--- config.mk ---
export PLATFORM = sky130hd
export DESIGN_NAME = dna_rolling_window_hash
export DESIGN_NICKNAME = d
export VERILOG_FILES = /design/src/hw/rtl/dnarh_pkg.sv /design/src/hw/rtl/dnarh_modunit.sv /design/src/hw/rtl/dnarh_dp.sv /design/src/hw/rtl/dnarh_ctrl.sv /design/src/hw/rtl/dna_rolling_window_hash.sv
export SDC_FILE = /design/constraint.sdc
export NUM_CORES = 1
export LEC_CHECK = 0
export BUFFER_PORTS_ARGS = -buffer_cell sky130_fd_sc_hd__clkbuf_2
export CORE_MARGIN = 4
export CORE_UTILIZATION = 50
export DETAILED_ROUTE_END_ITERATION = 7
export GPL_TIMING_DRIVEN = 0
export PLACE_DENSITY = 0.75
export SYNTH_ARGS = -nofsm -noshare
export SYNTH_HDL_FRONTEND = slang
export SYNTH_HIERARCHICAL = 1
export SYNTH_SLANG_ARGS = --single-unit
--- constraint.sdc ---
create_clock -name clk -period 21 [get_ports clk]
set_clock_uncertainty 0.15 [all_clocks]
set_input_delay 1.05 -clock clk [delete_from_list [all_inputs] [get_ports clk]]
set_output_delay 1.05 -clock clk [all_outputs]
set_load 0.05 [all_outputs]
--- src/hw/rtl/dnarh_pkg.sv ---
// Shared types and constants for the DNA rolling window hash block.
`timescale 1ns / 1ps
`default_nettype none

package dnarh_pkg;

    localparam int DEF_HASH_WIDTH = 32;
    localparam int CNT_W          = 7;
    localparam int IDX_W          = 2;
    localparam int SYM_W          = 2;

    localparam logic [IDX_W-1:0] REG_MODULUS = 2'd0;
    localparam logic [IDX_W-1:0] REG_WLEN    = 2'd1;
    localparam logic [IDX_W-1:0] REG_POW     = 2'd2;

    localparam logic [CNT_W-1:0] WLEN_RESET = 7'd1;
    localparam longint MOD_RESET = 64'd1000000007;

    // Datapath micro-operations.
    typedef enum logic [3:0] {
        OP_IDLE,
        OP_LOAD_H,
        OP_RED,
        OP_LOAD_P,
        OP_DBL,
        OP_DBL_D1,
        OP_ADD_D1,
        OP_SAVE_D3,
        OP_S1,
        OP_S2,
        OP_S3,
        OP_CLEAR
    } dp_op_t;

    typedef enum logic [3:0] {
        ST_IDLE,
        ST_NLOADH,
        ST_NREDH,
        ST_NLOADP,
        ST_NREDP,
        ST_NDBL1,
        ST_NDBL2,
        ST_ND2,
        ST_ND3,
        ST_NSAVE,
        ST_CLEAR,
        ST_S1,
        ST_S2,
        ST_S3
    } ctrl_state_t;

    typedef struct packed {
        dp_op_t op;
        logic   capture;
        logic   commit;
    } dp_cmd_t;

    typedef struct packed {
        logic was_full;
        logic out_free;
    } dp_status_t;

endpackage

`default_nettype wire

--- src/hw/rtl/dnarh_modunit.sv ---
// Modular add/subtract unit: one addition and one conditional correction by q.
`timescale 1ns / 1ps
`default_nettype none

module dnarh_modunit #(
    parameter int HASH_WIDTH = dnarh_pkg::DEF_HASH_WIDTH
) (
    input  wire logic [HASH_WIDTH-1:0] q,
    input  wire logic [HASH_WIDTH-1:0] x,
    input  wire logic [HASH_WIDTH-1:0] y,
    input  wire logic                  cin,
    input  wire logic                  sub,
    output logic      [HASH_WIDTH-1:0] r
);

    logic [HASH_WIDTH:0] sum;
    logic [HASH_WIDTH:0] q_ext;
    logic [HASH_WIDTH:0] fix;

    assign q_ext = {1'b0, q};

    // x, y < q: add gives < 2q, subtract borrows at most once.
    always_comb
    begin
        if (sub)
        begin
            sum = {1'b0, x} - {1'b0, y};
            fix = sum[HASH_WIDTH] ? (sum + q_ext) : sum;
        end
        else
        begin
            sum = {1'b0, x} + {1'b0, y} + {{HASH_WIDTH{1'b0}}, cin};
            fix = (sum >= q_ext) ? (sum - q_ext) : sum;
        end
        r = fix[HASH_WIDTH-1:0];
    end

endmodule

`default_nettype wire

--- src/hw/rtl/dnarh_dp.sv ---
// Datapath: config registers, hash state, reduction registers and result register.
`timescale 1ns / 1ps
`default_nettype none

module dnarh_dp #(
    parameter int HASH_WIDTH = dnarh_pkg::DEF_HASH_WIDTH
) (
    input  wire logic                         clk,
    input  wire logic                         rst_n,
    input  wire dnarh_pkg::dp_cmd_t           cmd,
    output dnarh_pkg::dp_status_t             status,
    input  wire logic                         cfg_we,
    input  wire logic [dnarh_pkg::IDX_W-1:0]  cfg_index,
    input  wire logic [HASH_WIDTH-1:0]        cfg_data,
    input  wire logic [dnarh_pkg::SYM_W-1:0]  in_symbol,
    input  wire logic [dnarh_pkg::SYM_W-1:0]  out_symbol,
    input  wire logic                         out_ready,
    output logic                              out_valid,
    output logic      [HASH_WIDTH-1:0]        out_hash,
    output logic                              out_full
);

    import dnarh_pkg::*;

    logic [HASH_WIDTH-1:0] modulus_reg, modulus_next;
    logic [CNT_W-1:0]      wlen_reg, wlen_next;
    logic [HASH_WIDTH-1:0] pow_reg, pow_next;
    logic [HASH_WIDTH-1:0] hash_reg, hash_next;
    logic [CNT_W-1:0]      count_reg, count_next;
    logic                  out_valid_reg, out_valid_next;

    logic [HASH_WIDTH-1:0] acc_reg, acc_next;
    logic [HASH_WIDTH-1:0] sh_reg, sh_next;
    logic [HASH_WIDTH-1:0] hred_reg, hred_next;
    logic [HASH_WIDTH-1:0] d1_reg, d1_next;
    logic [HASH_WIDTH-1:0] d2_reg, d2_next;
    logic [HASH_WIDTH-1:0] d3_reg, d3_next;
    logic [SYM_W-1:0]      sin_reg, sin_next;
    logic [SYM_W-1:0]      sout_reg, sout_next;
    logic                  was_full_reg, was_full_next;
    logic [HASH_WIDTH-1:0] out_hash_reg, out_hash_next;
    logic                  out_full_reg, out_full_next;

    logic [HASH_WIDTH-1:0] u_x, u_y, u_r, drop, res;
    logic                  u_cin, u_sub;
    logic [CNT_W-1:0]      cnt_upd;

    dnarh_modunit #(.HASH_WIDTH(HASH_WIDTH)) u_modunit (
        .q   (modulus_reg),
        .x   (u_x),
        .y   (u_y),
        .cin (u_cin),
        .sub (u_sub),
        .r   (u_r)
    );

    always_comb
    begin
        unique case (sout_reg)
            2'd0:    drop = '0;
            2'd1:    drop = d1_reg;
            2'd2:    drop = d2_reg;
            default: drop = d3_reg;
        endcase
    end

    // operand selection for the shared modular unit
    always_comb
    begin
        u_x   = acc_reg;
        u_y   = acc_reg;
        u_cin = 1'b0;
        u_sub = 1'b0;
        unique case (cmd.op)
            OP_RED:    u_cin = sh_reg[HASH_WIDTH-1];
            OP_ADD_D1: u_y = d1_reg;
            OP_S1:
            begin
                u_x   = hred_reg;
                u_y   = hred_reg;
                u_cin = sin_reg[1];
            end
            OP_S2:     u_cin = sin_reg[0];
            OP_S3:
            begin
                u_y   = drop;
                u_sub = 1'b1;
            end
            default:   u_cin = 1'b0;
        endcase
    end

    always_comb
    begin
        if (count_reg < wlen_reg)
            cnt_upd = count_reg + 1'b1;
        else
            cnt_upd = wlen_reg;
        res = ((cmd.op == OP_CLEAR) || (modulus_reg == '0)) ? '0 : u_r;
    end

    always_comb
    begin
        modulus_next   = modulus_reg;
        wlen_next      = wlen_reg;
        pow_next       = pow_reg;
        hash_next      = hash_reg;
        count_next     = count_reg;
        out_valid_next = out_valid_reg;
        acc_next       = acc_reg;
        sh_next        = sh_reg;
        hred_next      = hred_reg;
        d1_next        = d1_reg;
        d2_next        = d2_reg;
        d3_next        = d3_reg;
        sin_next       = sin_reg;
        sout_next      = sout_reg;
        was_full_next  = was_full_reg;
        out_hash_next  = out_hash_reg;
        out_full_next  = out_full_reg;

        if (cfg_we)
        begin
            unique case (cfg_index)
                REG_MODULUS: modulus_next = cfg_data;
                REG_WLEN:    wlen_next = cfg_data[CNT_W-1:0];
                REG_POW:     pow_next = cfg_data;
                default:     wlen_next = wlen_reg;
            endcase
        end

        if (cmd.capture)
        begin
            sin_next      = in_symbol;
            sout_next     = out_symbol;
            was_full_next = (count_reg >= wlen_reg);
        end

        unique case (cmd.op)
            OP_LOAD_H:
            begin
                acc_next = '0;
                sh_next  = hash_reg;
            end
            OP_RED:
            begin
                acc_next = u_r;
                sh_next  = {sh_reg[HASH_WIDTH-2:0], 1'b0};
            end
            OP_LOAD_P:
            begin
                hred_next = acc_reg;
                acc_next  = '0;
                sh_next   = pow_reg;
            end
            OP_DBL:     acc_next = u_r;
            OP_DBL_D1:
            begin
                d1_next  = acc_reg;
                acc_next = u_r;
            end
            OP_ADD_D1:
            begin
                d2_next  = acc_reg;
                acc_next = u_r;
            end
            OP_SAVE_D3: d3_next = acc_reg;
            OP_S1, OP_S2, OP_S3: acc_next = u_r;
            default:    acc_next = acc_reg;
        endcase

        if (out_ready)
            out_valid_next = 1'b0;

        if (cmd.commit)
        begin
            hash_next      = res;
            hred_next      = res;
            count_next     = (cmd.op == OP_CLEAR) ? '0 : cnt_upd;
            out_hash_next  = res;
            out_full_next  = ((cmd.op == OP_CLEAR) ? '0 : cnt_upd) >= wlen_reg;
            out_valid_next = 1'b1;
        end
    end

    always_ff @(posedge clk or negedge rst_n)
    begin
        if (!rst_n)
        begin
            modulus_reg   <= HASH_WIDTH'(MOD_RESET);
            wlen_reg      <= WLEN_RESET;
            pow_reg       <= HASH_WIDTH'(1);
            hash_reg      <= '0;
            count_reg     <= '0;
            out_valid_reg <= 1'b0;
        end
        else
        begin
            modulus_reg   <= modulus_next;
            wlen_reg      <= wlen_next;
            pow_reg       <= pow_next;
            hash_reg      <= hash_next;
            count_reg     <= count_next;
            out_valid_reg <= out_valid_next;
        end
    end

    always_ff @(posedge clk)
    begin
        acc_reg      <= acc_next;
        sh_reg       <= sh_next;
        hred_reg     <= hred_next;
        d1_reg       <= d1_next;
        d2_reg       <= d2_next;
        d3_reg       <= d3_next;
        sin_reg      <= sin_next;
        sout_reg     <= sout_next;
        was_full_reg <= was_full_next;
        out_hash_reg <= out_hash_next;
        out_full_reg <= out_full_next;
    end

    assign status.was_full = was_full_reg;
    assign status.out_free = !out_valid_reg || out_ready;
    assign out_valid       = out_valid_reg;
    assign out_hash        = out_hash_reg;
    assign out_full        = out_full_reg;

endmodule

`default_nettype wire

--- src/hw/rtl/dnarh_ctrl.sv ---
// Controller: sequences modulus reduction after reset and after modulus or power writes, and the item steps.
`timescale 1ns / 1ps
`default_nettype none

module dnarh_ctrl #(
    parameter int HASH_WIDTH = dnarh_pkg::DEF_HASH_WIDTH
) (
    input  wire logic                   clk,
    input  wire logic                   rst_n,
    input  wire logic                   in_valid,
    input  wire logic                   in_mode,
    input  wire logic                   norm_req,
    input  wire dnarh_pkg::dp_status_t  status,
    output logic                        in_ready,
    output dnarh_pkg::dp_cmd_t          cmd
);

    import dnarh_pkg::*;

    localparam int BW = $clog2(HASH_WIDTH);

    ctrl_state_t     state_reg, state_next;
    logic [BW-1:0]   bit_cnt_reg, bit_cnt_next;
    logic            last_bit;

    assign last_bit = (bit_cnt_reg == '0);

    // next state
    always_comb
    begin
        state_next   = state_reg;
        bit_cnt_next = bit_cnt_reg;
        unique case (state_reg)
            ST_IDLE:
            begin
                if (in_valid)
                    state_next = in_mode ? ST_CLEAR : ST_S1;
            end
            ST_NLOADH:
            begin
                state_next   = ST_NREDH;
                bit_cnt_next = BW'(HASH_WIDTH - 1);
            end
            ST_NREDH:
            begin
                bit_cnt_next = bit_cnt_reg - 1'b1;
                if (last_bit)
                    state_next = ST_NLOADP;
            end
            ST_NLOADP:
            begin
                state_next   = ST_NREDP;
                bit_cnt_next = BW'(HASH_WIDTH - 1);
            end
            ST_NREDP:
            begin
                bit_cnt_next = bit_cnt_reg - 1'b1;
                if (last_bit)
                    state_next = ST_NDBL1;
            end
            ST_NDBL1: state_next = ST_NDBL2;
            ST_NDBL2: state_next = ST_ND2;
            ST_ND2:   state_next = ST_ND3;
            ST_ND3:   state_next = ST_NSAVE;
            ST_NSAVE: state_next = ST_IDLE;
            ST_CLEAR:
            begin
                if (status.out_free)
                    state_next = ST_IDLE;
            end
            ST_S1:    state_next = ST_S2;
            ST_S2:
            begin
                if (status.was_full)
                    state_next = ST_S3;
                else if (status.out_free)
                    state_next = ST_IDLE;
            end
            ST_S3:
            begin
                if (status.out_free)
                    state_next = ST_IDLE;
            end
            default:  state_next = ST_IDLE;
        endcase
        // new modulus or power term restarts the reduction
        if (norm_req)
            state_next = ST_NLOADH;
    end

    // outputs
    always_comb
    begin
        in_ready    = 1'b0;
        cmd.op      = OP_IDLE;
        cmd.capture = 1'b0;
        cmd.commit  = 1'b0;
        unique case (state_reg)
            ST_IDLE:
            begin
                in_ready    = 1'b1;
                cmd.capture = in_valid;
            end
            ST_NLOADH: cmd.op = OP_LOAD_H;
            ST_NREDH:  cmd.op = OP_RED;
            ST_NLOADP: cmd.op = OP_LOAD_P;
            ST_NREDP:  cmd.op = OP_RED;
            ST_NDBL1:  cmd.op = OP_DBL;
            ST_NDBL2:  cmd.op = OP_DBL;
            ST_ND2:    cmd.op = OP_DBL_D1;
            ST_ND3:    cmd.op = OP_ADD_D1;
            ST_NSAVE:  cmd.op = OP_SAVE_D3;
            ST_CLEAR:
            begin
                if (status.out_free)
                begin
                    cmd.op     = OP_CLEAR;
                    cmd.commit = 1'b1;
                end
            end
            ST_S1:     cmd.op = OP_S1;
            ST_S2:
            begin
                if (status.was_full)
                    cmd.op = OP_S2;
                else if (status.out_free)
                begin
                    cmd.op     = OP_S2;
                    cmd.commit = 1'b1;
                end
            end
            ST_S3:
            begin
                if (status.out_free)
                begin
                    cmd.op     = OP_S3;
                    cmd.commit = 1'b1;
                end
            end
            default:   cmd.op = OP_IDLE;
        endcase
    end

    always_ff @(posedge clk or negedge rst_n)
    begin
        if (!rst_n)
        begin
            state_reg   <= ST_NLOADH;
            bit_cnt_reg <= '0;
        end
        else
        begin
            state_reg   <= state_next;
            bit_cnt_reg <= bit_cnt_next;
        end
    end

endmodule

`default_nettype wire

--- src/hw/rtl/dna_rolling_window_hash.sv ---
// Top level of the DNA rolling window hash (base 4, configurable modulus).
//
//  channel   | direction | handshake                     | payload
//  ----------+-----------+-------------------------------+------------------------------
//  s_axis    | in        | s_axis_tvalid / s_axis_tready | tdata: in_symbol, out_symbol
//            |           |                               | tuser: mode
//  m_axis    | out       | m_axis_tvalid / m_axis_tready | tdata: hash_value
//            |           |                               | tuser: window_full
//  cfg       | in        | cfg_valid / cfg_ready         | cfg_index, cfg_data
//
// After acceptance, a clear request commits from ST_CLEAR, and a shift from ST_S2 while the
// window fills or from ST_S3 once it is full; s_axis_tready returns in the cycle after the commit,
// so a new request is taken only once the previous one has committed. The shared modular
// add/subtract unit does one step per cycle. After reset, and after each write of modulus or
// pow_term, the block reduces hash and power term bit-serially, with s_axis_tready low.
// A finished result sits in the output register; the next request is taken meanwhile
// and its last step waits only if that register is still full.
`timescale 1ns / 1ps
`default_nettype none

module dna_rolling_window_hash #(
    parameter int HASH_WIDTH = dnarh_pkg::DEF_HASH_WIDTH
) (
    input  wire logic                              clk,
    input  wire logic                              rst_n,
    input  wire logic                              s_axis_tvalid,
    output logic                                   s_axis_tready,
    input  wire logic [7:0]                        s_axis_tdata,  // in_symbol, out_symbol
    input  wire logic                              s_axis_tuser,  // mode
    output logic                                   m_axis_tvalid,
    input  wire logic                              m_axis_tready,
    output logic [((HASH_WIDTH+7)/8)*8-1:0]        m_axis_tdata,  // hash_value
    output logic                                   m_axis_tuser,  // window_full
    input  wire logic                              cfg_valid,
    output logic                                   cfg_ready,
    input  wire logic [dnarh_pkg::IDX_W-1:0]       cfg_index,
    input  wire logic [HASH_WIDTH-1:0]             cfg_data
);

    import dnarh_pkg::*;

    localparam int OUT_DW = ((HASH_WIDTH + 7) / 8) * 8;

    dp_cmd_t               cmd;
    dp_status_t            status;
    logic                  cfg_we;
    logic                  norm_req;
    logic [HASH_WIDTH-1:0] out_hash;

    assign cfg_ready = 1'b1;
    assign cfg_we    = cfg_valid && cfg_ready;
    assign norm_req  = cfg_we && ((cfg_index == REG_MODULUS) || (cfg_index == REG_POW));

    dnarh_ctrl #(.HASH_WIDTH(HASH_WIDTH)) u_ctrl (
        .clk      (clk),
        .rst_n    (rst_n),
        .in_valid (s_axis_tvalid),
        .in_mode  (s_axis_tuser),
        .norm_req (norm_req),
        .status   (status),
        .in_ready (s_axis_tready),
        .cmd      (cmd)
    );

    dnarh_dp #(.HASH_WIDTH(HASH_WIDTH)) u_dp (
        .clk        (clk),
        .rst_n      (rst_n),
        .cmd        (cmd),
        .status     (status),
        .cfg_we     (cfg_we),
        .cfg_index  (cfg_index),
        .cfg_data   (cfg_data),
        .in_symbol  (s_axis_tdata[1:0]),
        .out_symbol (s_axis_tdata[3:2]),
        .out_ready  (m_axis_tready),
        .out_valid  (m_axis_tvalid),
        .out_hash   (out_hash),
        .out_full   (m_axis_tuser)
    );

    assign m_axis_tdata = OUT_DW'(out_hash);

endmodule

`default_nettype wire
==> results of run 1 <==
==> cell type report <==
class | count | share of cell area [%]
multi-input cells | 1732 | 46.5
flip-flops and latches | 350 | 37.7
clock buffers | 53 | 4.26
inverters | 236 | 3.37
well taps | 607 | 2.88
plain buffers | 135 | 2.33
repair buffers | 92 | 2.28
clock inverters | 22 | 0.641
==> worst reg2reg max path: cells and delay by family, from the launching register on <==
| kind | cells | cell delay (ns) |
|---|---|---|
| AND/OR/NAND/NOR | 11 | 2.88 |
| AO/OA/AOI/OAI | 15 | 3.80 |
| adder cells (fa/ha/maj) | 3 | 0.85 |
| flip-flops | 1 | 0.37 |
| XOR/XNOR | 1 | 0.34 |
| buffers and inverters | 7 | 2.16 |
==> stage by stage <==
stage	util, %	hold WS [ns]	area [sq um]	instances	setup WS [ns]
after floorplan	-	0.330	23600	2453	10.64
after global placement	53.1	0.339	24800	3138	6.85
after detailed placement	53.7	0.346	25100	3152	9.76
after CTS	56.5	0.200	26300	3227	10.37
after global routing	56.5	0.220	26300	3227	9.66
final	56.5	0.215	26300	3227	10.09
==> final timing paths <==
check	cells after the start	start	slack, ns	endpoint
worst max-delay path	38	m_axis_tready	10.09	u_dp/hred_reg[25]
worst min-delay path	1	rst_n	0.21	u_dp/count_reg[2]
worst max register to register	37	u_dp/out_valid	10.29	u_dp/hred_reg[25]
worst min register to register	1	u_dp/pow_reg[12]	0.35	u_dp/pow_reg[12]
max in group asynchronous	2	rst_n	19.69	u_dp/modulus_reg[25]
min in group clk	1	u_dp/pow_reg[12]	0.35	u_dp/pow_reg[12]
==> layout by cell type (no fill, tap or decap), types with 60 or more instances in the layout <==
| cell | synthesis | layout |
|---|---|---|
| ha_1 | 143 | 143 |
| mux2_2 | 75 | 75 |
| clkbuf_2 | 1 | 78 |
| and2_1 | 73 | 73 |
| o22ai_1 | 104 | 104 |
| o21ai_0 | 113 | 113 |
| nor2_1 | 138 | 137 |
| mux2i_1 | 60 | 60 |
| clkbuf_1 | 85 | 93 |
| inv_1 | 234 | 234 |
| a21oi_1 | 152 | 152 |
| nand2_1 | 212 | 212 |
| xnor2_1 | 85 | 85 |
| edfxtp_1 | 230 | 230 |
| dfrtp_1 | 101 | 101 |
==> layer usage <==
layer	GRT usage, %	up-vias
li1	-	9156
met1	44.4	9659
met2	45.2	950
met3	4.30	143
met4	9.62	0
met5	0	-
==> kinds of logic after synthesis <==
| logic type | count (synthesis) |
|---|---|
| compound gates | 689 |
| other cells | 1 |
| fa+ha+maj | 148 |
| simple gates | 645 |
| mux | 135 |
| xor+xnor | 114 |
| flops | 350 |
| buf+inv | 371 |
==> cell usage after synthesis, drive strengths merged, types with 20 or more instances <==
master	count	share of area [%]
o22ai	104	2.8
edfxtp	230	29
a221o	33	1.4
nor3b	39	1.2
o21bai	22	0.71
a31oi	20	0.53
xnor2	85	3.1
a211oi	38	1.4
mux2	75	3.6
inv	235	3.7
mux2i	60	2.5
o21ai	128	2.7
a22oi	37	1.2
clkbuf	86	1.4
ha	143	7.6
nand2b	28	0.74
dfrtp	101	11
buf	49	1.2
nand3	24	0.51
a21o	42	1.3
nor2	138	2.2
and2	73	1.9
xor2	29	1.1
a21oi	154	3.3
nand2	212	3.4
nor3	33	0.72
==> impl_metrics.ini, run 1 <==
[status]
status = completed

[logic_synthesis]
synthFlopType = edfxtp_1
syn_nets = 2649
synth-xor-area-share_pct = 4.22
synth_compound_area_share_pct = 19.7
synth-simple-area-share_pct = 13.6
avgSynthCellArea_sq_um = 9.64
synthCells = 2453
synthDistinctLibCells = 98
synth_adder_area_share_pct = 7.99
async_reset_ff_share_pct = 34.3
muxShareOfSynthArea_pct = 6.11
synth_warnings = 6
synth_top_family_by_area = compound AO/OA/AOI/OAI gates
synth_area_sq_um = 23600
synth_seq_cells = 350
synth_edf_count = 230
ys_seq_area_share_pct = 42.0

[setup_path]
critPathCaptureType = register
cpLargestDelayFamily = compound AO/OA/AOI/OAI gates
worstPathRequired_ns = 21.25
startpoint_type = input port
critPathKind = in2reg
crit_top_cell = a21oi_1
worst_path_max_delay_cell = clkbuf_1
cp_data_arrival_time_ns = 11.16
crit_fanout = 10
crit_buf_inv = 8
slowest_delay_ns = 0.68

[detailed_routing]
drtPass1Iterations = 7
vias = 19908
wl_met1_um = 35000
route.met3.wl_um = 6090
routed_wl_um = 77100
top_layer_used = met4
viasPerCell = 6.17
drtIter0Drc = 2589
wl_met2_um = 33400
ant_nets = 0
drc = 0
wl_per_cell_um = 23.9

[floorplan]
io_pins = 84
row_count = 79
die_w_um = 225
start_util_pct = 50.7
dieArea_sq_um = 50800
die_height_um = 225
core_sq_um = 46700

[layout]
drive_gt1_share_pct = 13.1
antenna_cells = 0
nFillCells = 4096
regArea_sq_um = 9930
fin_nets = 2784
area_delta_synth_final_pct = 11.4
multi_input_area_sq_um = 12300

[clocking]
clockBufferDepth = 3
cts-root-buf = clkbuf_16
clk-insertion-delay-late_ns = 0.59
cts_sinks = 350
postCtsSetupRepairBufs = 0
cts_tree = done
post_cts_resize_count = 0
htreeDepth = 2
holdBufCountCts = 0
cts_made_buffers = 41
clk_pin_slew_ns = 0.06

[timing]
drv_slew = 0
finalCritPeriodShare_pct = 51.9
hold_viol_final = 0
worst_pin_slew_ns = 1.34
rsz0062_at_grt = false
period_needed_ns = 10.91
setup_tns_ns = 0
finalSetupViolCount = 0
slew_headroom_pct = 10.2
max_freq_ghz = 0.0917

[global_route]
grt_pass1_wl_um = 116000
overflow = 0
antenna_found_initial = 0
grt_max_degree = 96
gr-usage-all-layers_pct = 29.9
grt_pass1_vias = 19140

[placement]
port_buffers = 78
place.gp.congestion = 0.995
dp_hpwl_um = 61100

[min_path]
hold_path_class = in2async

[job]
cap_violations = 0
Power of run 1 is not shown: default switching activity piles up to over one toggle a cycle in this logic, so the estimate is an artifact.
==> inputs of run 2 (changes only) <==
--- a/config.mk
+++ b/config.mk
@@ -10,7 +10,7 @@
 export CORE_UTILIZATION = 50
 export DETAILED_ROUTE_END_ITERATION = 7
 export GPL_TIMING_DRIVEN = 0
-export PLACE_DENSITY = 0.75
+export PLACE_DENSITY = 0.77
 export SYNTH_ARGS = -nofsm -noshare
 export SYNTH_HDL_FRONTEND = slang
 export SYNTH_HIERARCHICAL = 1
==> constraint.sdc (replaced) <==
create_clock -name clk -period 9.38 [get_ports clk]
set_clock_uncertainty 0.15 [all_clocks]
set_input_delay 0.469 -clock clk [delete_from_list [all_inputs] [get_ports clk]]
set_output_delay 0.469 -clock clk [all_outputs]
set_load 0.05 [all_outputs]
==> run 2 against run 1 <==
  * Cell area grew 1.1%
  * First-iteration DRC count shrank 10%
  * Critical path depth grew 1
  * Cell count rose by 0.15%
  * Sequential share of layout area fell by 0.42 points
  * Non-clock buffer count rose by 15
==> impl_metrics.ini, run 2 (same netlist as run 1, synthesis figures left out) <==
[clocking]
clk_pin_slew_ns = 0.06
cts-root-buf = clkbuf_16
clk-insertion-delay-late_ns = 0.56
clockBufferDepth = 3
cts_made_buffers = 38
cts_sinks = 350
htreeDepth = 2
cts_tree = done

[setup_path]
slowest_delay_ns = 0.46
timing.rr.end = u_dp/hred_reg[26]
endpoint = u_dp/hred_reg[26]
critPathKind = reg2reg
ff2ff_path_depth = 39
reg2reg_slack_ns = 0.17
crit_fanout = 10
worst_path_max_delay_cell = o211ai_4
timing.rr.start = u_ctrl/state_reg[3]
critPathCaptureType = register
cp_data_arrival_time_ns = 9.44
startpoint_type = register
crit_buf_inv = 9
worstPathRequired_ns = 9.62
startpoint = u_ctrl/state_reg[3]
crit_top_cell = o211ai_1
cpLargestDelayFamily = compound AO/OA/AOI/OAI gates
path_depth = 39

[global_route]
antenna_found_initial = 0
grt_pass1_wl_um = 111000
grt_pass1_vias = 19151
overflow = 0
grt_max_degree = 107
gr-usage-all-layers_pct = 28.4

[floorplan]
io_pins = 84
start_util_pct = 50.7
core_sq_um = 46700
die_height_um = 225
row_count = 79
dieArea_sq_um = 50800
die_w_um = 225

[layout]
area_delta_synth_final_pct = 12.7
layout_commonest_cell = inv_1
drive_gt1_share_pct = 15.4
fin_cells = 3232
final_area_sq_um = 26600
layout_common_cells = 234 x inv_1, 230 x edfxtp_1, 200 x nand2_1, 142 x ha_1
antenna_cells = 0
fin_nets = 2796

[min_path]
hold_path_class = in2reg

[detailed_routing]
viasPerCell = 6.15
routed_wl_um = 73900
drtIter0Drc = 2323
ant_nets = 0
drtPass1Iterations = 7
vias = 19883
wl_per_cell_um = 22.9
drc = 0

[placement]
dp.cells = 3149
place_area_sq_um = 25000
place.gp.congestion = 1.01
port_buffers = 78
dp_hpwl_um = 58300

[timing]
setup_tns_ns = 0
hold_viol_final = 0
worst_pin_slew_ns = 1.40
drv_slew = 0
finalCritPeriodShare_pct = 98.1
finalSetupViolCount = 0
period_needed_ns = 9.21
max_freq_ghz = 0.109
slew_headroom_pct = 5.77

[status]
status = completed

[job]
cap_violations = 0
-- run 2: worst reg2reg max path, delay by kind of cell, from the launching register on --
family	cells	cell delay (ns)
AOI/OAI and AO/OA	14	2.84
xor gates and xnor gates	1	0.20
adders and majority gates	3	0.96
buffers and inverters	9	1.85
DFF	1	0.45
and+or+nand+nor	12	2.58
-- run 2: cell type report --
class                   count  area, sq um
plain buffers             135          643
clock buffers              48         1040
clock inverters            17          139
fillers                  3972        20000
inverters                 236          888
multi-input cells        1732        12500
flip-flops and latches    350         9930
well taps                 607          759
repair buffers            107          733
-- run 2: worst min-delay path by stage --
stage | from | end | slack, ns | cells past startpoint
finish | cfg_data[15] | u_dp/pow_reg[15] | 0.02 | 2
global route | cfg_data[15] | u_dp/pow_reg[15] | 0.02 | 2
CTS | cfg_data[15] | u_dp/pow_reg[15] | 0.001 | 2
detailed placement | rst_n | u_dp/count_reg[2] | 0.19 | 1
global placement | u_dp/pow_reg[23] | u_dp/pow_reg[23] | 0.34 | 1
floorplan | rst_n | u_ctrl/bit_cnt_reg[0] | 0.02 | 0
-- run 2: timing repair --
item | 4_1_cts | 5_1_grt
pin swaps | 4 | 6
gates resized for setup | 29 | 61
buffers inserted | 6 | 5
endpoints found under the setup margin | 128 | 128
endpoints found under the hold margin | 76 | 0
hold buffers | 7 | 0
-- run 2: per-stage QoR --
step	utilization [%]	hold WS, ns	setup WS [ns]
2_1_floorplan	-	0.0234	0.629
3_3_place_gp	53.1	0.338	-2.17
3_5_place_dp	53.6	0.189	-1.46
4_1_cts	56.6	0.00115	-0.0171
5_1_grt	57.1	0.0152	-0.00598
6_report	57.1	0.0168	0.175
-- run 2: routing by layer --
metal	share of wire (%)	wire length (um)	global-route usage (%)	vias up
met1	43	31400	40.7	9536
li1	-	-	-	9180
met2	45	33000	44.4	1012
met4	4.1	3000	9.74	0
met3	8.7	6450	4.13	155
met5	0	0	0	-
Power of run 2 is left out for the same reason.
